### config.mk
export PLATFORM = sky130hd
export DESIGN_NAME = lav_front_flat
export DESIGN_NICKNAME = d
export VERILOG_FILES = /design/src/rtl/look_at_view_matrix_unit_defines.svh /design/src/rtl/lav_pkg.sv /design/src/rtl/lav_if.sv /design/src/rtl/lav_front.sv /design/src/flat_wrapper.sv
export SDC_FILE = /design/constraint.sdc
export NUM_CORES = 1
export LEC_CHECK = 0
export ABC_AREA = 1
export BUFFER_PORTS_ARGS = -buffer_cell sky130_fd_sc_hd__buf_4
export CORE_AREA = 2 2 225 227
export CTS_CLUSTER_DIAMETER = 100
export CTS_CLUSTER_SIZE = 16
export DETAILED_ROUTE_END_ITERATION = 8
export DIE_AREA = 0 0 227 229
export PLACE_DENSITY = 0.64
export SYNTH_ARGS = -nofsm -noshare
export SYNTH_HDL_FRONTEND = slang
export SYNTH_SLANG_ARGS = --single-unit
### constraint.sdc
create_clock -name clock -period 15.75 [get_ports clock]
set_clock_uncertainty 0.2 [all_clocks]
set_input_delay 1.575 -clock clock [delete_from_list [all_inputs] [get_ports clock]]
set_output_delay 1.575 -clock clock [all_outputs]
set_load 0.01 [all_outputs]
### src/rtl/look_at_view_matrix_unit_defines.svh
// Assertion macros for the look-at view matrix unit.
`ifndef LOOK_AT_VIEW_MATRIX_UNIT_DEFINES_SVH
`define LOOK_AT_VIEW_MATRIX_UNIT_DEFINES_SVH

`ifndef SYNTH
// Same-cycle implication, disabled in reset.
`define LAV_ASSERT_IMP(lbl, clk, rst, ante, cons, msg) \
   lbl: assert property (@(posedge clk) disable iff (rst) (ante) |-> (cons)) else $error(msg);
// Next-cycle implication, disabled in reset.
`define LAV_ASSERT_NXT(lbl, clk, rst, ante, cons, msg) \
   lbl: assert property (@(posedge clk) disable iff (rst) (ante) |=> (cons)) else $error(msg);
`else
`define LAV_ASSERT_IMP(lbl, clk, rst, ante, cons, msg)
`define LAV_ASSERT_NXT(lbl, clk, rst, ante, cons, msg)
`endif

`endif

### src/rtl/lav_pkg.sv
// Types and constants shared by the look-at view matrix unit.
`default_nettype none
package lav_pkg;

   localparam int FRAC_BITS = 16;

   // internal widths, several follow from the fraction width
   localparam int D_W     = 33;              // eye minus target
   localparam int NORM_W  = FRAC_BITS + 2;   // unit axis component
   localparam int VEC_W   = FRAC_BITS + 34;  // raw vector into the normalizer
   localparam int G_W     = FRAC_BITS + 3;   // camera up component
   localparam int OFS_W   = FRAC_BITS + 37;  // unrounded offset
   localparam int UNIT_MSB = 29;             // normalized magnitude lies in [2^29, 2^30)
   localparam int UNIT_W  = 30;
   localparam int SUM_W   = 64;
   localparam int LEN_W   = 31;
   localparam int DIV_W   = FRAC_BITS + 32;
   localparam int QUO_W   = FRAC_BITS + 1;

   // queue between front and back
   localparam int QDEPTH  = 4;
   localparam int QPTR_W  = $clog2(QDEPTH);
   localparam int QCNT_W  = $clog2(QDEPTH + 1);

   typedef logic signed [31:0]       fix_type;
   typedef logic signed [D_W-1:0]    dlt_type;
   typedef logic signed [NORM_W-1:0] nrm_type;
   typedef logic signed [VEC_W-1:0]  vec_type;

   typedef struct packed {
      fix_type eye_x;
      fix_type eye_y;
      fix_type eye_z;
      fix_type target_x;
      fix_type target_y;
      fix_type target_z;
      fix_type world_up_x;
      fix_type world_up_y;
      fix_type world_up_z;
   } lav_req_type;

   typedef struct packed {
      fix_type right_x;
      fix_type right_y;
      fix_type right_z;
      fix_type right_offset;
      fix_type camera_up_x;
      fix_type camera_up_y;
      fix_type camera_up_z;
      fix_type camera_up_offset;
      fix_type back_x;
      fix_type back_y;
      fix_type back_z;
      fix_type back_offset;
   } lav_rsp_type;

   // item as queued between front and back; index 0 is x
   typedef struct packed {
      fix_type [2:0] eye;
      fix_type [2:0] up;
      dlt_type [2:0] dlt;
   } lav_cmd_type;

   // data that rides along a normalizer
   typedef struct packed {
      fix_type [2:0] eye;
      fix_type [2:0] up;
      nrm_type [2:0] h;
   } lav_side_type;

   typedef struct packed {
      logic              vld;
      logic              full;
      logic [QCNT_W-1:0] count;
   } lav_qstat_type;

endpackage
`default_nettype wire

### src/rtl/lav_if.sv
// Valid/ready channel interfaces for request and response items.
`default_nettype none
interface lav_req_if import lav_pkg::*; ();
   logic        valid;
   logic        ready;
   lav_req_type data;
   modport source (output valid, output data, input ready);
   modport sink   (input valid, input data, output ready);
endinterface

`default_nettype wire

### src/rtl/lav_front.sv
// Front stage: takes request items and forms the eye-to-target difference.
`default_nettype none
module lav_front import lav_pkg::*; (
   input  logic        clock,
   input  logic        reset,
   lav_req_if.sink     req,
   output logic        push_vld,
   input  logic        push_rdy,
   output lav_cmd_type push_cmd
);

   logic        vld_ff, vld_in;
   lav_cmd_type cmd_ff, cmd_in;
   logic        take;

   // accept while empty or while the held item moves on
   always_comb begin
      req.ready = !vld_ff || push_rdy;
      take      = req.valid && req.ready;
      if (take) begin
         vld_in = 1'b1;
      end else if (push_rdy) begin
         vld_in = 1'b0;
      end else begin
         vld_in = vld_ff;
      end
      cmd_in.eye[0] = req.data.eye_x;
      cmd_in.eye[1] = req.data.eye_y;
      cmd_in.eye[2] = req.data.eye_z;
      cmd_in.up[0]  = req.data.world_up_x;
      cmd_in.up[1]  = req.data.world_up_y;
      cmd_in.up[2]  = req.data.world_up_z;
      cmd_in.dlt[0] = D_W'($signed(req.data.eye_x)) - D_W'($signed(req.data.target_x));
      cmd_in.dlt[1] = D_W'($signed(req.data.eye_y)) - D_W'($signed(req.data.target_y));
      cmd_in.dlt[2] = D_W'($signed(req.data.eye_z)) - D_W'($signed(req.data.target_z));
   end

   always_ff @(posedge clock) begin
      if (reset) begin
         vld_ff <= 1'b0;
      end else begin
         vld_ff <= vld_in;
      end
   end

   always_ff @(posedge clock) begin
      if (take) begin
         cmd_ff <= cmd_in;
      end
   end

   assign push_vld = vld_ff;
   assign push_cmd = cmd_ff;

endmodule
`default_nettype wire

### src/flat_wrapper.sv
// flat-port wrapper written by rule: the top's interface ports become plain ports
module lav_front_flat import lav_pkg::*;
  (clock, reset, push_vld, push_rdy, push_cmd, req_valid, req_data, req_ready);
  lav_req_if req_i ();
  input  logic clock;
  input  logic reset;
  output logic push_vld;
  input  logic push_rdy;
  output lav_cmd_type push_cmd;
  input wire logic [$bits(req_i.valid)-1:0] req_valid;
  input wire logic [$bits(req_i.data)-1:0] req_data;
  output wire logic [$bits(req_i.ready)-1:0] req_ready;
  assign req_i.valid = req_valid;
  assign req_i.data = req_data;
  assign req_ready = req_i.ready;
  lav_front u_core (.clock(clock), .reset(reset), .req(req_i), .push_vld(push_vld), .push_rdy(push_rdy), .push_cmd(push_cmd));
endmodule
# Word-level counts from Yosys, hierarchy flattened

Cells that the tools add are included.

Register bits after elaboration: 292
Bits of input ports: 292
Word-level logic and storage cells: 19

Add/sub/neg operators: 3
Muxes and demuxes: 2
Reduce and logical (&&, ||, !) cells: 4

Operators by type and width:

| kind              | number |
|---|---|
| $sub 32x32->33    | 3 |
| $mux 1            | 2 |
| $reduce_bool 2->1 | 1 |
| $logic_and 1x1->1 | 1 |
| $logic_not 1->1   | 1 |
| $logic_or 1x1->1  | 1 |

# Depth between registers and ports, before layout

Depth after elaboration: 4
Gate-level depth with buffers: 14
Depth with buffers taken out: 14

# Least setup slack after synthesis

No wires, ideal clock.

Path type: input -> register
Start point: input port req_valid
End point: register u_core.cmd_ff (netlist bit u_core.push_cmd[0]), enable pin
Library setup time: 1.040 ns
Arrival time: 15.564 ns
Required time: 14.510 ns
Slack: -1.054 ns
Stages: 2
Buffers on the path: 0
Path through: inv_1 -> a21oi_1

Longest elaborated chain between the ends: 1

Ends and longest elaborated chain:

| what                   | RTL line           | RTL |
|---|---|---|
| start: declaration     | flat_wrapper.sv:10 | `input wire logic [$bits(req_i.valid)-1:0] req_valid;` |
| $logic_and 1x1->1      | lav_front.sv:19    | `take = req.valid && req.ready;` |
| net u_core.take        | lav_front.sv:14    | `logic take;` |
| end signal: assignment | lav_front.sv:48    | `cmd_ff <= cmd_in;` |
| end: declaration       | lav_front.sv:13    | `lav_cmd_type cmd_ff, cmd_in;` |

The timed path passes the listed nets, and every way through them passes these cells.
A chain may end at the register's enable or synchronous reset.

# Worst setup path in the final report

Start point: input port push_rdy
End point: output port req_ready

Longest elaborated chain between the ends: 1

Ends and longest elaborated chain:

| what               | RTL line           | RTL |
|---|---|---|
| start: declaration | flat_wrapper.sv:8  | `input logic push_rdy;` |
| $logic_or 1x1->1   | lav_front.sv:18    | `req.ready = !vld_ff \|\| push_rdy;` |
| end: declaration   | flat_wrapper.sv:12 | `output wire logic [$bits(req_i.ready)-1:0] req_ready;` |

Every way passes these cells.

==> impl_metrics.tcl <==
set metrics [dict create \
    synth_mux_area_frac 0 \
    path_clk_slew_ns 0.07 \
    io_pins 585 \
    cp_cell_sequence "buf_4 > inv_1 > nand2_1 > buf_4" \
    yosysSeqAreaShare 0.531 \
    p_leak_nw 12.0 \
    reg2reg_from "u_core.push_vld" \
    wl_per_cell_um 16.0 \
    regArea_mm2 0.00876 \
    num_rows 82 \
    min_from "u_core.push_vld" \
    synth_fa_ha_area_frac 0.0765 \
    dp_hpwl_um 42600 \
    cp_max_fo 2 \
    cts_sinks 292 \
    area_delta_synth_final_pct 35.9 \
    fp.dieW_um 227 \
    path_common_cell "buf_4" \
    start_util 0.332 \
    synth_warnings 0 \
    vias_per_cell 4.42 \
    cts_resized 0 \
    cpPeakStageDelay_ns 0.15 \
    grt.total_usage 0.194 \
    synthFlopType "edfxtp_1" \
    core_area_mm2 0.0497 \
    portBuffers 584 \
    layout-drive-gt1-share 0.246 \
    post-route-period-util 0.240 \
    cpMaxStageDelayCell "buf_4" \
    min_period_ns 3.78 \
    tightest_slew_ns 1.17 \
    maxSlewHeadroom 0.221 \
    endpoint_kind "output port" \
    ant_nets 0 \
    multi_input_area_mm2 0.00595 \
    utilization 0.451 \
    syn_area_mm2 0.0165 \
    vias 14400 \
    synth-simple-area-share 0.238 \
    cts_hold_repair.buffers 0 \
    power_density_mw_per_mm2 90.4 \
    place.gp.congestion 0.941 \
    wirelength_um 52100 \
    drc_errors 0 \
    hold_viol 0 \
    tns_ns 0 \
    htree_levels 1 \
    async_reset_ff_frac 0 \
    startpoint_type "input pin" \
    max-vdd-ir-drop_v 0.0000717 \
    drv_slew 0 \
    synth_edf_count 291 \
    drtPass1Iterations 9 \
    hold_path_class "flip-flop to flip-flop" \
    status "complete, no violations" \
    nFillCells 4919 \
    critical_path_buf_inv_count 3 \
    cts_setup_buffers 0 \
    cts_root_buffer "clkbuf_16" \
    clk_path_buf_depth 3 \
    cts_tree "done" \
    grt_setup_unrepaired "no" \
    clock.fmax_ghz 0.265 \
    crit_type "input pin to output port" \
    synth_compound_area_frac 0.0221 \
    arrival_ns 2.01 \
    grt_pass1_vias 14300 \
    synthXorXnorAreaFrac 0.0239 \
    antenna_found_initial 5 \
    synth.distinct_cells 22 \
    clock_latency_ns 0.56 \
    ys_ff_latch 292 \
    n_antenna_cell 0 \
    synth_top_family_by_area "simple AND/OR/NAND/NOR gates" \
    drtIter0Drc 698 \
    cp-startpoint "push_rdy" \
    synth_area_per_cell_um2 8.37 \
    dieArea_mm2 0.0520 \
    syn_inst 1971 \
    synth.net_count 2362 \
    grt_pass1_wl_um 78200 \
    setup-violations-final 0 \
    grt-ovfl-total 0 \
    die_h_um 229 \
    cp.required_ns 13.98 \
    cts_made_buffers 23 \
    fin_nets 2973 \
    drv_cap 0 \
    path_delay_family "buffers and inverters" \
    grt_max_degree 158 \
]
-- Yosys cell counts (6+ instances only) --
cell	instances	area share
nand2_1	749	0.17
inv_1	477	0.11
edfxtp_1	291	0.53
nor2_1	124	0.028
ha_1	96	0.073
nand3_1	67	0.020
a21oi_1	62	0.019
xor2_1	38	0.020
nand2_2	15	0.0057
nand4_1	12	0.0046
xnor2_1	7	0.0037
and2_1	6	0.0023
nor3_1	6	0.0018
-- cells in the final DEF (no fill, tap or decap), drive strengths merged --
master | synthesis | layout
nand2 | 764 | 764
buf | 1 | 587
inv | 477 | 479
edfxtp | 291 | 291
nor2 | 125 | 125
ha | 96 | 96
nand3 | 71 | 71
a21oi | 63 | 63
xor2 | 38 | 38
clkbuf | 0 | 30
nand4 | 12 | 12
xnor2 | 7 | 7
and2 | 6 | 6
nor3 | 6 | 6
or2 | 4 | 4
a21o | 3 | 3
o21bai | 3 | 3
fa | 3 | 3
clkinv | 0 | 2
clkinvlp | 0 | 1
dfxtp | 1 | 1
-- flip-flops by register name, summed over array words and instances (netlist names) --
signal           flops
u_core.push_cmd    291
u_core.push_vld      1
-- kinds of logic (layout without fill, tap and decap cells) --
logic type,after synthesis,count (layout)
AOI/OAI and AO/OA,69,69
xor gates and xnor gates,45,45
adders and majority gates,99,99
buffers and inverters,478,1099
DFF,292,292
and+or+nand+nor,988,988
-- cell type report --
class | instances | area share
well taps | 672 | 0.0375
multi-input cells | 1201 | 0.265
clock buffers | 30 | 0.0268
inverters | 477 | 0.0799
clock inverters | 5 | 0.00257
repair buffers | 587 | 0.197
flip-flops and latches | 292 | 0.391
-- metrics by stage --
| step | power [mW] | worst slack, ns | hold slack (ns) | instance area [um2] | cells |
|---|---|---|---|---|---|
| after floorplan | 1.25 | 4.97 | 0.390 | 16500 | 1971 |
| final | 2.03 | 11.97 | 0.342 | 22400 | 3264 |
| after detailed placement | 1.48 | 11.70 | 0.333 | 21800 | 3229 |
| after CTS | 2.06 | 11.97 | 0.346 | 22400 | 3264 |
| after global placement | 1.47 | 11.71 | 0.324 | 21800 | 3229 |
| after global routing | 2.14 | 11.92 | 0.379 | 22400 | 3264 |
-- power breakdown --
| group | switching (mW) | internal, mW |
|---|---|---|
| Sequential | 0.0193 | 0.939 |
| Combinational | 0.290 | 0.212 |
| Clock | 0.295 | 0.273 |
| Total | 0.604 | 1.42 |
-- tightest hold or removal path: stages, from the launching register on --
cell and delay, ns:
dfxtp_1 0.35, nand2_1 0.10, a21oi_1 0.06
-- path summary, 6_finish.rpt --
kind | to | slack, ns | cells past startpoint
setup reg to reg | u_core.push_cmd[17] | 13.17 | 3
hold reg to reg | u_core.push_vld | 0.34 | 2
setup / recovery | req_ready | 11.97 | 4
hold / removal | u_core.push_vld | 0.34 | 2
-- layer usage --
layer | routed length [um] | vias up | track usage
met1 | 20900 | 6586 | 0.234
met5 | 74 | - | 0
met4 | 1520 | 10 | 0.0582
li1 | - | 7273 | -
met2 | 25400 | 477 | 0.339
met3 | 4250 | 96 | 0.0485
(Power assumes the default switching activity.)
