<file path="src/rtl/look_at_view_matrix_unit_defines.svh">
// Assertion macros for the look-at view matrix unit.
`ifndef LOOK_AT_VIEW_MATRIX_UNIT_DEFINES_SVH
`define LOOK_AT_VIEW_MATRIX_UNIT_DEFINES_SVH

`ifndef SYNTH
// Same-cycle implication, disabled in reset.
`define LAV_ASSERT_IMP(lbl, clk, rst, ante, cons, msg) \
   lbl: assert property (@(posedge clk) disable iff (rst) (ante) |-> (cons)) else $error(msg);
// Next-cycle implication, disabled in reset.
`define LAV_ASSERT_NXT(lbl, clk, rst, ante, cons, msg) \
   lbl: assert property (@(posedge clk) disable iff (rst) (ante) |=> (cons)) else $error(msg);
`else
`define LAV_ASSERT_IMP(lbl, clk, rst, ante, cons, msg)
`define LAV_ASSERT_NXT(lbl, clk, rst, ante, cons, msg)
`endif

`endif

</file>
<file path="src/rtl/lav_pkg.sv">
// Types and constants shared by the look-at view matrix unit.
`default_nettype none
package lav_pkg;

   localparam int FRAC_BITS = 16;

   // internal widths, several follow from the fraction width
   localparam int D_W     = 33;              // eye minus target
   localparam int NORM_W  = FRAC_BITS + 2;   // unit axis component
   localparam int VEC_W   = FRAC_BITS + 34;  // raw vector into the normalizer
   localparam int G_W     = FRAC_BITS + 3;   // camera up component
   localparam int OFS_W   = FRAC_BITS + 37;  // unrounded offset
   localparam int UNIT_MSB = 29;             // normalized magnitude lies in [2^29, 2^30)
   localparam int UNIT_W  = 30;
   localparam int SUM_W   = 64;
   localparam int LEN_W   = 31;
   localparam int DIV_W   = FRAC_BITS + 32;
   localparam int QUO_W   = FRAC_BITS + 1;

   // queue between front and back
   localparam int QDEPTH  = 4;
   localparam int QPTR_W  = $clog2(QDEPTH);
   localparam int QCNT_W  = $clog2(QDEPTH + 1);

   typedef logic signed [31:0]       fix_type;
   typedef logic signed [D_W-1:0]    dlt_type;
   typedef logic signed [NORM_W-1:0] nrm_type;
   typedef logic signed [VEC_W-1:0]  vec_type;

   typedef struct packed {
      fix_type eye_x;
      fix_type eye_y;
      fix_type eye_z;
      fix_type target_x;
      fix_type target_y;
      fix_type target_z;
      fix_type world_up_x;
      fix_type world_up_y;
      fix_type world_up_z;
   } lav_req_type;

   typedef struct packed {
      fix_type right_x;
      fix_type right_y;
      fix_type right_z;
      fix_type right_offset;
      fix_type camera_up_x;
      fix_type camera_up_y;
      fix_type camera_up_z;
      fix_type camera_up_offset;
      fix_type back_x;
      fix_type back_y;
      fix_type back_z;
      fix_type back_offset;
   } lav_rsp_type;

   // item as queued between front and back; index 0 is x
   typedef struct packed {
      fix_type [2:0] eye;
      fix_type [2:0] up;
      dlt_type [2:0] dlt;
   } lav_cmd_type;

   // data that rides along a normalizer
   typedef struct packed {
      fix_type [2:0] eye;
      fix_type [2:0] up;
      nrm_type [2:0] h;
   } lav_side_type;

   typedef struct packed {
      logic              vld;
      logic              full;
      logic [QCNT_W-1:0] count;
   } lav_qstat_type;

endpackage
`default_nettype wire

</file>
<file path="src/rtl/lav_queue.sv">
// Short FIFO between the front stage and the back pipeline.
`default_nettype none
module lav_queue import lav_pkg::*; (
   input  logic          clock,
   input  logic          reset,
   input  logic          push_vld,
   output logic          push_rdy,
   input  lav_cmd_type   push_cmd,
   input  logic          pop,
   output lav_qstat_type stat,
   output lav_cmd_type   pop_cmd
);

   lav_cmd_type       mem_ff [QDEPTH];
   logic [QPTR_W-1:0] wr_ptr_ff, wr_ptr_in;
   logic [QPTR_W-1:0] rd_ptr_ff, rd_ptr_in;
   logic [QCNT_W-1:0] cnt_ff, cnt_in;
   logic              do_push, do_pop;

   // handshake and pointers
   always_comb begin
      push_rdy  = (cnt_ff != QCNT_W'(QDEPTH));
      do_push   = push_vld && push_rdy;
      do_pop    = pop && (cnt_ff != '0);
      wr_ptr_in = do_push ? wr_ptr_ff + 1'b1 : wr_ptr_ff;
      rd_ptr_in = do_pop ? rd_ptr_ff + 1'b1 : rd_ptr_ff;
      cnt_in    = cnt_ff;
      if (do_push && !do_pop) begin
         cnt_in = cnt_ff + 1'b1;
      end else if (do_pop && !do_push) begin
         cnt_in = cnt_ff - 1'b1;
      end
   end

   always_ff @(posedge clock) begin
      if (reset) begin
         wr_ptr_ff <= '0;
         rd_ptr_ff <= '0;
         cnt_ff    <= '0;
      end else begin
         wr_ptr_ff <= wr_ptr_in;
         rd_ptr_ff <= rd_ptr_in;
         cnt_ff    <= cnt_in;
      end
   end

   // storage
   always_ff @(posedge clock) begin
      if (do_push) begin
         mem_ff[wr_ptr_ff] <= push_cmd;
      end
   end

   assign pop_cmd    = mem_ff[rd_ptr_ff];
   assign stat.vld   = (cnt_ff != '0);
   assign stat.full  = !push_rdy;
   assign stat.count = cnt_ff;

endmodule
`default_nettype wire

</file>
<file path="config.mk">
export PLATFORM = sky130hd
export DESIGN_NAME = lav_queue
export DESIGN_NICKNAME = d
export VERILOG_FILES = /design/src/rtl/look_at_view_matrix_unit_defines.svh /design/src/rtl/lav_pkg.sv /design/src/rtl/lav_queue.sv
export SDC_FILE = /design/constraint.sdc
export NUM_CORES = 1
export LEC_CHECK = 0
export BUFFER_PORTS_ARGS = -buffer_cell sky130_fd_sc_hd__buf_2
export CAP_MARGIN = 20
export CORE_MARGIN = 2
export CORE_UTILIZATION = 35
export DETAILED_ROUTE_END_ITERATION = 10
export PLACE_DENSITY_LB_ADDON = 0.3
export SYNTH_ARGS = -nofsm -noshare
export SYNTH_HDL_FRONTEND = slang
export SYNTH_SLANG_ARGS = --single-unit
</file>
<file path="constraint.sdc">
create_clock -name clock -period 8.6 [get_ports clock]
set_input_delay 0.43 -clock clock [delete_from_list [all_inputs] [get_ports clock]]
set_output_delay 0.43 -clock clock [all_outputs]
set_load 0.005 [all_outputs]
</file>
======== After elaboration in Yosys (flattened, before gate mapping) ========
Memories as Yosys holds them, arrays and structs flattened. A register that Yosys moved wholly into a read port is not among the register bits.
Index checks and enable logic that the tools add are counted.
W data, S select, Z words.
storage, ports and cells
  register bits ........................... 7
  bits in latches ......................... 0
  logic and storage cells ................. 24
  bits in read-only memories .............. 0
  output and inout port bits .............. 297
  bits of input ports ..................... 295
  memory bits (writable) .................. 1,164
  memories ................................ 1
cells by class
  reductions and logical operators ........ 9
  $lt $le $gt $ge ......................... 0
  $mul .................................... 0
  equal/unequal tests ..................... 1
  div/mod/pow operators ................... 0
  shift-type cells ........................ 0
  add/sub/neg operators ................... 4
  bitwise logic cells ..................... 0
  mux-type cells .......................... 6
memories
  memory  depth  width  read ports  clocked after memory_dff  write ports  RTL line         text
  mem_ff  4      291    1           1                         1            lav_queue.sv:14  lav_cmd_type mem_ff [QDEPTH];
operators by type and width
  cell                   number
  $mux W3                2
  $add A2 B1 Y2 const B  2
  $logic_and A1 B1 Y1    4
  $mux W2                2
  $add A3 B1 Y3 const B  1
  $logic_not A1 Y1       3
  $ne A3 B3 Y1 const B   1
  $reduce_bool A3 Y1     1
  $sub A3 B1 Y3 const B  1
  $mux W1                2
  $reduce_bool A2 Y1     1

======== Longest topological paths before layout ========
Gate-level depths: netlist (run 1).
  depth in word-level cells ............... 6
  depth in mapped cells ................... 10
  mapped depth without buffers ............ 10

======== Worst setup path after synthesis (run 1) ========
OpenSTA, ideal clock, no wires.
  kind .................................... register -> register
  from .................................... register cnt_ff[0]
  to ...................................... memory mem_ff[2][0] (netlist name) (enable)
  stages on the path, launching flop included .. 6
  buffers on the path ..................... 0
  setup time .............................. 690 ps
  arrival time ............................ 7,556 ps
  clock period less this slack ............ 8,246 ps
  data required time ...................... 7,910 ps
  setup slack ............................. 354 ps
  path through ............................ dfxtp_1 nor2_1 nand2_1 inv_1 nor2_1 and2_1
between the ends
  word-level cells in the longest chain between the ends .. 4
RTL lines
  item                           RTL line         text
  start: declaration             lav_queue.sv:17  logic [QCNT_W-1:0] cnt_ff, cnt_in;
  start signal: assignment       lav_queue.sv:43  cnt_ff <= cnt_in;
  $ne A3 B3 Y1                   lav_queue.sv:22  push_rdy = (cnt_ff != QCNT_W'(QDEPTH));
  via push_rdy                   lav_queue.sv:7   output logic push_rdy,
  $logic_and A1 B1 Y1            lav_queue.sv:23  do_push = push_vld && push_rdy;
  via do_push                    lav_queue.sv:18  logic do_push, do_pop;
  $mux W1                        lav_queue.sv:49  if (do_push) begin
  $mux W1 (implied by the code)  lav_queue.sv:50  mem_ff[wr_ptr_ff] <= push_cmd;
  end: declaration               lav_queue.sv:14
The timed path passes the listed nets, and every way through them passes these cells.

==> flow_summary.html, run 1 <==
<table>
<tr><th>Metric</th><th>Value</th></tr>
<tr><th colspan="2">Outcome</th></tr>
<tr><td>Result of the run</td><td>completed</td></tr>
<tr><th colspan="2">Clock network</th></tr>
<tr><td>Clock tree sinks</td><td>1173</td></tr>
<tr><td>Worst skew pair latency</td><td>730 ps</td></tr>
<tr><td>CTS H-tree lvls</td><td>3</td></tr>
<tr><td>Count of cells resized by post-cts repair</td><td>0</td></tr>
<tr><td>Clock buffer depth</td><td>3</td></tr>
<tr><td>TritonCTS clock tree</td><td>done</td></tr>
<tr><td>Worst-path clk slew</td><td>60 ps</td></tr>
<tr><td>Inserted Clock Buffers</td><td>121</td></tr>
<tr><td>Root buffer cell</td><td>clkbuf_16</td></tr>
<tr><th colspan="2">Route</th></tr>
<tr><td>Drt drc</td><td>0</td></tr>
<tr><td>Residual antenna-violating net count after detailed routing</td><td>0</td></tr>
<tr><td>First drt pass iteration count</td><td>5</td></tr>
<tr><td>Final Routed Wirelength</td><td>91000 um</td></tr>
<tr><td>Total via count in the routed design</td><td>20100</td></tr>
<tr><td>Initial detailed-routing violation count</td><td>1370</td></tr>
<tr><td>Average wire per standard cell</td><td>21.3 um</td></tr>
<tr><td>Via density</td><td>4.72</td></tr>
<tr><th colspan="2">Synth</th></tr>
<tr><td>Proportion of synthesized area in mux cells</td><td>15.4%</td></tr>
<tr><td>Simple-gate portion of the synthesized area</td><td>0.202%</td></tr>
<tr><td>Most used standard cell by instance count after synthesis</td><td>edfxtp_1</td></tr>
<tr><td>Instance count of the mapped netlist</td><td>1570</td></tr>
<tr><td>Share of synthesized flip-flops with an asynchronous set or reset</td><td>0%</td></tr>
<tr><td>Most area-consuming cells after synthesis</td><td>edfxtp_1 82%, mux4_2 15%, buf_12 1.5%</td></tr>
<tr><td>Synth Area per Inst</td><td>27.2 um2</td></tr>
<tr><td>Post-synthesis share of cell area spent on full adders, half adders and majority gates</td><td>0.193%</td></tr>
<tr><td>Top FF cell, synth</td><td>edfxtp_1</td></tr>
<tr><td>Largest family of logic cells by synthesized area</td><td>multiplexers</td></tr>
<tr><td>Yosys top cell by area</td><td>edfxtp_1</td></tr>
<tr><td>Complex-gate fraction of the synthesized area</td><td>0.0848%</td></tr>
<tr><td>Fraction of synthesized cell area in xor and xnor cells</td><td>0.0819%</td></tr>
<tr><td>Netlist area before placement</td><td>42800 um2</td></tr>
<tr><td>Synth warnings</td><td>0</td></tr>
<tr><td>Number of distinct library cells after synthesis</td><td>21</td></tr>
<tr><td>Fraction of post-synthesis cell area in the top cell type by area</td><td>81.7%</td></tr>
<tr><td>Net Count, Synth</td><td>1871</td></tr>
<tr><td>Portion of the post-synthesis area used by sequential elements</td><td>82.1%</td></tr>
<tr><td>Number of synthesized flops with an enable pin</td><td>1164</td></tr>
<tr><td>FF+latch count, synth</td><td>1173</td></tr>
<tr><td>Synth cell count leaders</td><td>1164 x edfxtp_1, 291 x mux4_2, 32 x buf_12</td></tr>
<tr><th colspan="2">Worst setup path</th></tr>
<tr><td>Worst reg-to-reg setup slack</td><td>5410 ps</td></tr>
<tr><td>Critical Path Start Type</td><td>register</td></tr>
<tr><td>Arrival time worst endpoint</td><td>3680 ps</td></tr>
<tr><td>Largest fanout on the critical path</td><td>90</td></tr>
<tr><td>Slowest Stage Delay on Critical Path</td><td>600 ps</td></tr>
<tr><td>Required time of the critical path</td><td>8170 ps</td></tr>
<tr><td>Element type at the critical path end</td><td>output pin</td></tr>
<tr><td>Type of the worst setup path</td><td>reg2out</td></tr>
<tr><td>Reg2Reg Launch Point</td><td>cnt_ff[0]</td></tr>
<tr><td>Critical-path top delay cell</td><td>buf_4</td></tr>
<tr><td>R2R depth</td><td>8</td></tr>
<tr><td>Critical register-to-register path endpoint</td><td>mem_ff[2][27]</td></tr>
<tr><td>Cell chain of the critical path</td><td>buf_16 &gt; buf_12 &gt; buf_4 &gt; mux4_2 &gt; buf_2</td></tr>
<tr><th colspan="2">Global route</th></tr>
<tr><td>Pin count of the biggest net entering global routing</td><td>135</td></tr>
<tr><td>Number of global-route vias before repair</td><td>22000</td></tr>
<tr><td>Total global routing overflow</td><td>0</td></tr>
<tr><td>Global-route wire length before repair</td><td>138000 um</td></tr>
<tr><td>Overall global routing resource usage</td><td>14.5%</td></tr>
<tr><td>Antenna violations before repair</td><td>12</td></tr>
<tr><th colspan="2">STA</th></tr>
<tr><td>Total of endpoints with negative setup slack in the final report</td><td>0</td></tr>
<tr><td>Shortest clock period the worst path allows after layout</td><td>4110 ps</td></tr>
<tr><td>Max Fclk</td><td>244 MHz</td></tr>
<tr><td>Relative slew margins</td><td>9.12%</td></tr>
<tr><td>Final hold vios</td><td>0</td></tr>
<tr><td>Final worst-path setup slack</td><td>4490 ps</td></tr>
<tr><td>Final number of max-transition violations</td><td>0</td></tr>
<tr><td>Share of the cycle needed by the critical path after routing</td><td>47.7%</td></tr>
<tr><td>Actual transition at the worst max-transition pin</td><td>1360 ps</td></tr>
<tr><td>Worst Clk Skew</td><td>34.1 ps</td></tr>
<tr><td>Min Hold Slack</td><td>92.9 ps</td></tr>
<tr><td>TNS Setup</td><td>0 ps</td></tr>
<tr><td>Setup repair after global routing missed its margin</td><td>false</td></tr>
<tr><th colspan="2">Placement</th></tr>
<tr><td>Gpl congestion</td><td>0.750</td></tr>
<tr><td>Buffers on Ports</td><td>591</td></tr>
<tr><td>HPWL after DPL</td><td>53200 um</td></tr>
<tr><td>Worst setup slack after placement</td><td>4870 ps</td></tr>
<tr><th colspan="2">Worst hold path</th></tr>
<tr><td>Start point of the worst hold path</td><td>push_vld</td></tr>
<tr><td>Path category of the worst min-delay check</td><td>in2reg</td></tr>
<tr><td>Count of cells along the worst hold path</td><td>4</td></tr>
<tr><td>Worst Hold Path EP</td><td>wr_ptr_ff[0]</td></tr>
<tr><th colspan="2">Cells and area</th></tr>
<tr><td>Layout area overhead</td><td>26.6%</td></tr>
<tr><td>Post-layout nets</td><td>2829</td></tr>
<tr><td>Filler instances</td><td>10300</td></tr>
<tr><td>Share of cells above drive strength 1</td><td>41.2%</td></tr>
<tr><th colspan="2">Pwr</th></tr>
<tr><td>Pwr Density</td><td>284 nW/um2</td></tr>
<tr><td>Static leakage</td><td>18.0 nW</td></tr>
<tr><td>Max IR drop VDD</td><td>198 uV</td></tr>
<tr><th colspan="2">Die</th></tr>
<tr><td>Row count</td><td>128</td></tr>
<tr><td>Chip Width</td><td>354 um</td></tr>
<tr><td>Die H</td><td>354 um</td></tr>
<tr><td>Core area</td><td>122000 um2</td></tr>
<tr><td>Initial Utilization</td><td>35.2%</td></tr>
<tr><td>DIE AREA</td><td>125000 um2</td></tr>
<tr><td>Io pins</td><td>592</td></tr>
<tr><th colspan="2">Run</th></tr>
<tr><td>Max-Cap Viols</td><td>0</td></tr>
</table>
[final cells by class]
cell class                      count  area [um2]  area share [%]
Antenna cell                        6        15.0          0.0277
Clock inverter                     79         763            1.41
Tap cell                         1625        2030            3.75
Inverter                            5        18.8          0.0346
Clock buffer                      149        3200            5.90
Sequential cell                  1173       35100            64.9
Multi-Input combinational cell    326        6820            12.6
Timing Repair Buffer              901        6190            11.4
[worst max-delay path: cells and delay by family (launching register included)]
kind / cells / cell delay, ps
buffers and inverters: 4 / 1510
multiplexers: 1 / 590
flip-flops: 1 / 590
[where the power goes]
part           switching, W  internal, W  total, W
clock               0.00211      0.00302   0.00513
sequential         0.000148      0.00688   0.00703
combinational       0.00160      0.00164   0.00324
total               0.00386       0.0115    0.0154
[logic make-up (layout without fill, tap and decap cells)]
group,after synthesis,in the layout
AO/OA/AOI/OAI,6,6
XOR/XNOR,4,4
adder cells (fa/ha/maj),6,6
buffers and inverters,71,1134
flip-flops,1173,1173
multiplexers,293,293
other,0,6
AND/OR/NAND/NOR,17,17
[through the flow]
step	cell area [um2]	utilization [%]	power, W	cells
after detailed placement	47300	38.9	0.0103	3737
after CTS	54100	44.5	0.0156	4257
after floorplan	42800	-	0.00937	1570
after global placement	47300	38.9	0.0103	3737
after global routing	54200	44.6	0.0161	4263
final	54200	44.6	0.0154	4264
[what timing repair did]
item	CTS	global route
endpoints found under the hold margin	1172	0
hold buffers	292	0
setup buffers	0	0
[sequential cells by signal, summed over array words and instances (netlist names), named ones only]
name and cells:
cnt_ff 3, mem_ff 1164, rd_ptr_ff 2, wr_ptr_ff 2
[routing by layer]
metal	GRT usage, %	routed length (um)	share of wire (%)	vias to the layer above
met1	18.4	36700	40	10500
met4	4.94	2350	2.6	10
li1	-	-	-	8794
met2	23.6	44800	49	673
met5	0	59	0.065	-
met3	4.45	7050	7.7	136
[cells in the final DEF (no fill, tap or decap), drive strengths merged]
master	count
o21ai	2
ha	5
nor2	7
fa	1
clkbuf	149
o31ai	1
clkinvlp	5
mux4	291
mux2i	2
o311ai	1
or3	3
dlygate4sd3	292
dfxtp	9
xor2	4
nand2	1
nand2b	2
buf	609
and2	4
clkinv	56
inv	10
a21oi	2
bufinv	13
diode	6
edfxtp	1164
[how the worst max path moves through the flow]
stage	cells after the start	endpoint	slack (ps)
6_report	5	pop_cmd[9]	4490
5_1_grt	5	pop_cmd[9]	4120
4_1_cts	4	pop_cmd[9]	4000
3_5_place_dp	4	pop_cmd[9]	4870
3_3_place_gp	4	pop_cmd[165]	4940
2_1_floorplan	5	mem_ff[2][0]	350
Power figures use the tool's default switching activity.
==> run 2, diff against run 1 <==
==> constraint.sdc (replaced) <==
create_clock -name clock -period 3.5 [get_ports clock]
set_input_delay 0.175 -clock clock [delete_from_list [all_inputs] [get_ports clock]]
set_output_delay 0.175 -clock clock [all_outputs]
set_load 0.005 [all_outputs]
==> run 2 against run 1 <==
Via count increased by 1.6%. Critical path type unchanged. Die area unchanged. Sequential power increased by 140%. Sequential cell count unchanged. Clock skew increased by 9.9 ps. Largest power group unchanged.
==> flow_summary.html, run 2 (synthesized netlist as in run 1, its figures left out) <==
<table>
<tr><th>Metric</th><th>Value</th></tr>
<tr><th colspan="2">Outcome</th></tr>
<tr><td>Result of the run</td><td>completed</td></tr>
<tr><th colspan="2">STA</th></tr>
<tr><td>Worst Clk Skew</td><td>43.9 ps (+9.88 ps)</td></tr>
<tr><td>Actual transition at the worst max-transition pin</td><td>691 ps (-672 ps)</td></tr>
<tr><td>Final hold vios</td><td>0 (unchanged)</td></tr>
<tr><td>Max Fclk</td><td>336 MHz</td></tr>
<tr><td>Final worst-path setup slack</td><td>526 ps (-3970 ps)</td></tr>
<tr><td>TNS Setup</td><td>0 ps (unchanged)</td></tr>
<tr><td>Total of endpoints with negative setup slack in the final report</td><td>0 (unchanged)</td></tr>
<tr><td>Min Hold Slack</td><td>197 ps (+104 ps)</td></tr>
<tr><td>Final number of max-transition violations</td><td>0 (unchanged)</td></tr>
<tr><td>Share of the cycle needed by the critical path after routing</td><td>85.0%</td></tr>
<tr><td>Shortest clock period the worst path allows after layout</td><td>2970 ps</td></tr>
<tr><td>Relative slew margins</td><td>53.9% (+45 points)</td></tr>
<tr><td>Setup repair after global routing missed its margin</td><td>false</td></tr>
<tr><th colspan="2">Clock network</th></tr>
<tr><td>TritonCTS clock tree</td><td>done</td></tr>
<tr><td>Worst skew pair latency</td><td>730 ps (about the same)</td></tr>
<tr><td>Root buffer cell</td><td>clkbuf_16</td></tr>
<tr><td>CTS H-tree lvls</td><td>3 (unchanged)</td></tr>
<tr><td>Inserted Clock Buffers</td><td>117 (-3.3%)</td></tr>
<tr><td>Clock tree sinks</td><td>1173 (unchanged)</td></tr>
<tr><td>Clock buffer depth</td><td>3 (unchanged)</td></tr>
<tr><td>Worst-path clk slew</td><td>60 ps (about the same)</td></tr>
<tr><th colspan="2">Global route</th></tr>
<tr><td>Met2 global-route usage</td><td>25.2% (+1.5 points)</td></tr>
<tr><td>Grt peak-use layer</td><td>met2</td></tr>
<tr><td>Antenna violations before repair</td><td>12 (unchanged)</td></tr>
<tr><td>Global-route wire length before repair</td><td>143000 um (+3.8%)</td></tr>
<tr><td>Number of global-route vias before repair</td><td>22400 (+2.0%)</td></tr>
<tr><td>Global-route met3 utilization</td><td>3.78% (-0.66 points)</td></tr>
<tr><td>Pin count of the biggest net entering global routing</td><td>88 (-35%)</td></tr>
<tr><td>Overall global routing resource usage</td><td>15.2% (+0.68 points)</td></tr>
<tr><td>Total global routing overflow</td><td>0 (unchanged)</td></tr>
<tr><td>Global-route track usage on met1</td><td>19.6% (+1.2 points)</td></tr>
<tr><th colspan="2">Cells and area</th></tr>
<tr><td>Post-route insts no fill</td><td>4329 (+1.5%)</td></tr>
<tr><td>Most common cell after layout, fill and taps aside</td><td>edfxtp_1</td></tr>
<tr><td>Largest reg by FF count</td><td>mem_ff</td></tr>
<tr><td>Post-layout nets</td><td>2898 (+2.4%)</td></tr>
<tr><td>Layout area overhead</td><td>27.9%</td></tr>
<tr><td>Share of cells above drive strength 1</td><td>42.2% (+0.98 points)</td></tr>
<tr><td>Leading cell types in the layout, fill and taps excluded</td><td>1164 x edfxtp_1, 591 x buf_2, 295 x dlygate4sd3_1</td></tr>
<tr><td>Number of flip-flops in the largest register</td><td>1164 (unchanged)</td></tr>
<tr><td>Final design utilization</td><td>45.0% (+0.44 points)</td></tr>
<tr><td>Largest regs</td><td>mem_ff: 1164 flops, cnt_ff: 3 flops</td></tr>
<tr><th colspan="2">Worst setup path</th></tr>
<tr><td>Worst reg-to-reg setup slack</td><td>940 ps (-4470 ps)</td></tr>
<tr><td>Arrival time worst endpoint</td><td>2800 ps (-880 ps)</td></tr>
<tr><td>Reg2Reg Launch Point</td><td>cnt_ff[1]</td></tr>
<tr><td>Critical Path Start Type</td><td>register</td></tr>
<tr><td>Largest fanout on the critical path</td><td>28 (-69%)</td></tr>
<tr><td>Type of the worst setup path</td><td>reg2out</td></tr>
<tr><td>Critical register-to-register path endpoint</td><td>mem_ff[3][9]</td></tr>
<tr><td>Element type at the critical path end</td><td>output pin</td></tr>
<tr><td>R2R depth</td><td>6 (-2)</td></tr>
<tr><td>Required time of the critical path</td><td>3320 ps (-4850 ps)</td></tr>
<tr><th colspan="2">Die</th></tr>
<tr><td>Die H</td><td>354 um (unchanged)</td></tr>
<tr><td>DIE AREA</td><td>125000 um2 (unchanged)</td></tr>
<tr><td>Io pins</td><td>592 (unchanged)</td></tr>
<tr><td>Initial Utilization</td><td>35.2% (unchanged)</td></tr>
<tr><td>Core area</td><td>122000 um2 (unchanged)</td></tr>
<tr><td>Chip Width</td><td>354 um (unchanged)</td></tr>
<tr><td>Row count</td><td>128 (unchanged)</td></tr>
<tr><th colspan="2">Placement</th></tr>
<tr><td>Buffers on Ports</td><td>591 (unchanged)</td></tr>
<tr><td>HPWL after DPL</td><td>61500 um (+16%)</td></tr>
<tr><td>Gpl congestion</td><td>0.761 (+1.5%)</td></tr>
<tr><td>Inst Count DP</td><td>3808 (+1.9%)</td></tr>
<tr><td>Worst setup slack after placement</td><td>915 ps (-3960 ps)</td></tr>
<tr><th colspan="2">Worst hold path</th></tr>
<tr><td>Path category of the worst min-delay check</td><td>in2reg</td></tr>
<tr><td>Worst Hold Path EP</td><td>mem_ff[2][264]</td></tr>
<tr><td>Start point of the worst hold path</td><td>push_cmd[264]</td></tr>
<tr><td>Count of cells along the worst hold path</td><td>2 (-2)</td></tr>
<tr><th colspan="2">Route</th></tr>
<tr><td>First drt pass iteration count</td><td>5 (unchanged)</td></tr>
<tr><td>Average wire per standard cell</td><td>22.0 um (+3.1%)</td></tr>
<tr><td>Total via count in the routed design</td><td>20400 (+1.6%)</td></tr>
<tr><td>Final Routed Wirelength</td><td>95200 um (+4.6%)</td></tr>
<tr><td>Drt drc</td><td>0 (unchanged)</td></tr>
<tr><td>Residual antenna-violating net count after detailed routing</td><td>0 (unchanged)</td></tr>
<tr><td>Via density</td><td>4.72 (+0.10%)</td></tr>
<tr><td>Initial detailed-routing violation count</td><td>1341 (-2.1%)</td></tr>
<tr><th colspan="2">Pwr</th></tr>
<tr><td>Max IR drop VDD</td><td>524 uV (+160%)</td></tr>
<tr><td>Pwr Density</td><td>685 nW/um2 (+140%)</td></tr>
<tr><td>Static leakage</td><td>18.4 nW (+1.7%)</td></tr>
<tr><th colspan="2">Run</th></tr>
<tr><td>Max-Cap Viols</td><td>0 (unchanged)</td></tr>
</table>
[run 2: area by class of cell]
type                    count  area [um2]
diodes                      9        22.5
repair buffers            974        7060
inverters                   5        18.8
well taps                1625        2030
multi-input cells         326        6820
flip-flops and latches   1173       35100
clock inverters            67         499
fillers                 10300       66800
clock buffers             150        3110
[run 2: where the power goes]
| part | total (W) | leakage [nW] | switching (W) | internal, W |
|---|---|---|---|---|
| clock | 0.0117 | 1.78 | 0.00504 | 0.00669 |
| sequential | 0.0172 | 10.7 | 0.000367 | 0.0169 |
| combinational | 0.00852 | 5.83 | 0.00418 | 0.00434 |
| total | 0.0375 | 18.4 | 0.00959 | 0.0279 |
[run 2: worst max path at each step]
stage,from,endpoint,slack [ps],cells past startpoint
floorplan,cnt_ff[0],mem_ff[0][0],-1480,5
global placement,cnt_ff[0],mem_ff[3][137],940,7
global route,register,pop_cmd[93],270,3
detailed placement,cnt_ff[0],mem_ff[3][141],910,7
finish,register,pop_cmd[93],530,3
CTS,register,pop_cmd[46],340,3
[run 2: through the flow]
stage	power, W	cell area (um2)
2_1_floorplan	0.0228	42800
3_3_place_gp	0.0259	48100
3_5_place_dp	0.0260	48100
4_1_cts	0.0381	54700
5_1_grt	0.0391	54700
6_report	0.0375	54700
[run 2: critical path, cell delays in order, from the launching register on]
cell     delay (ps)
dfxtp_4         690
buf_4           580
mux4_2          590
buf_2           140
[run 2: repair_timing]
item                                   4_1_cts  5_1_grt
endpoints found under the hold margin     1173        0
hold buffers                               295        0
resized for setup                            0        0
buffers inserted                             0        0
[run 2: routing by layer]
metal	vias to the layer above	routed length, um
li1	8926	-
met1	10700	39200
met2	652	47500
met3	133	6260
met4	6	2260
met5	-	31
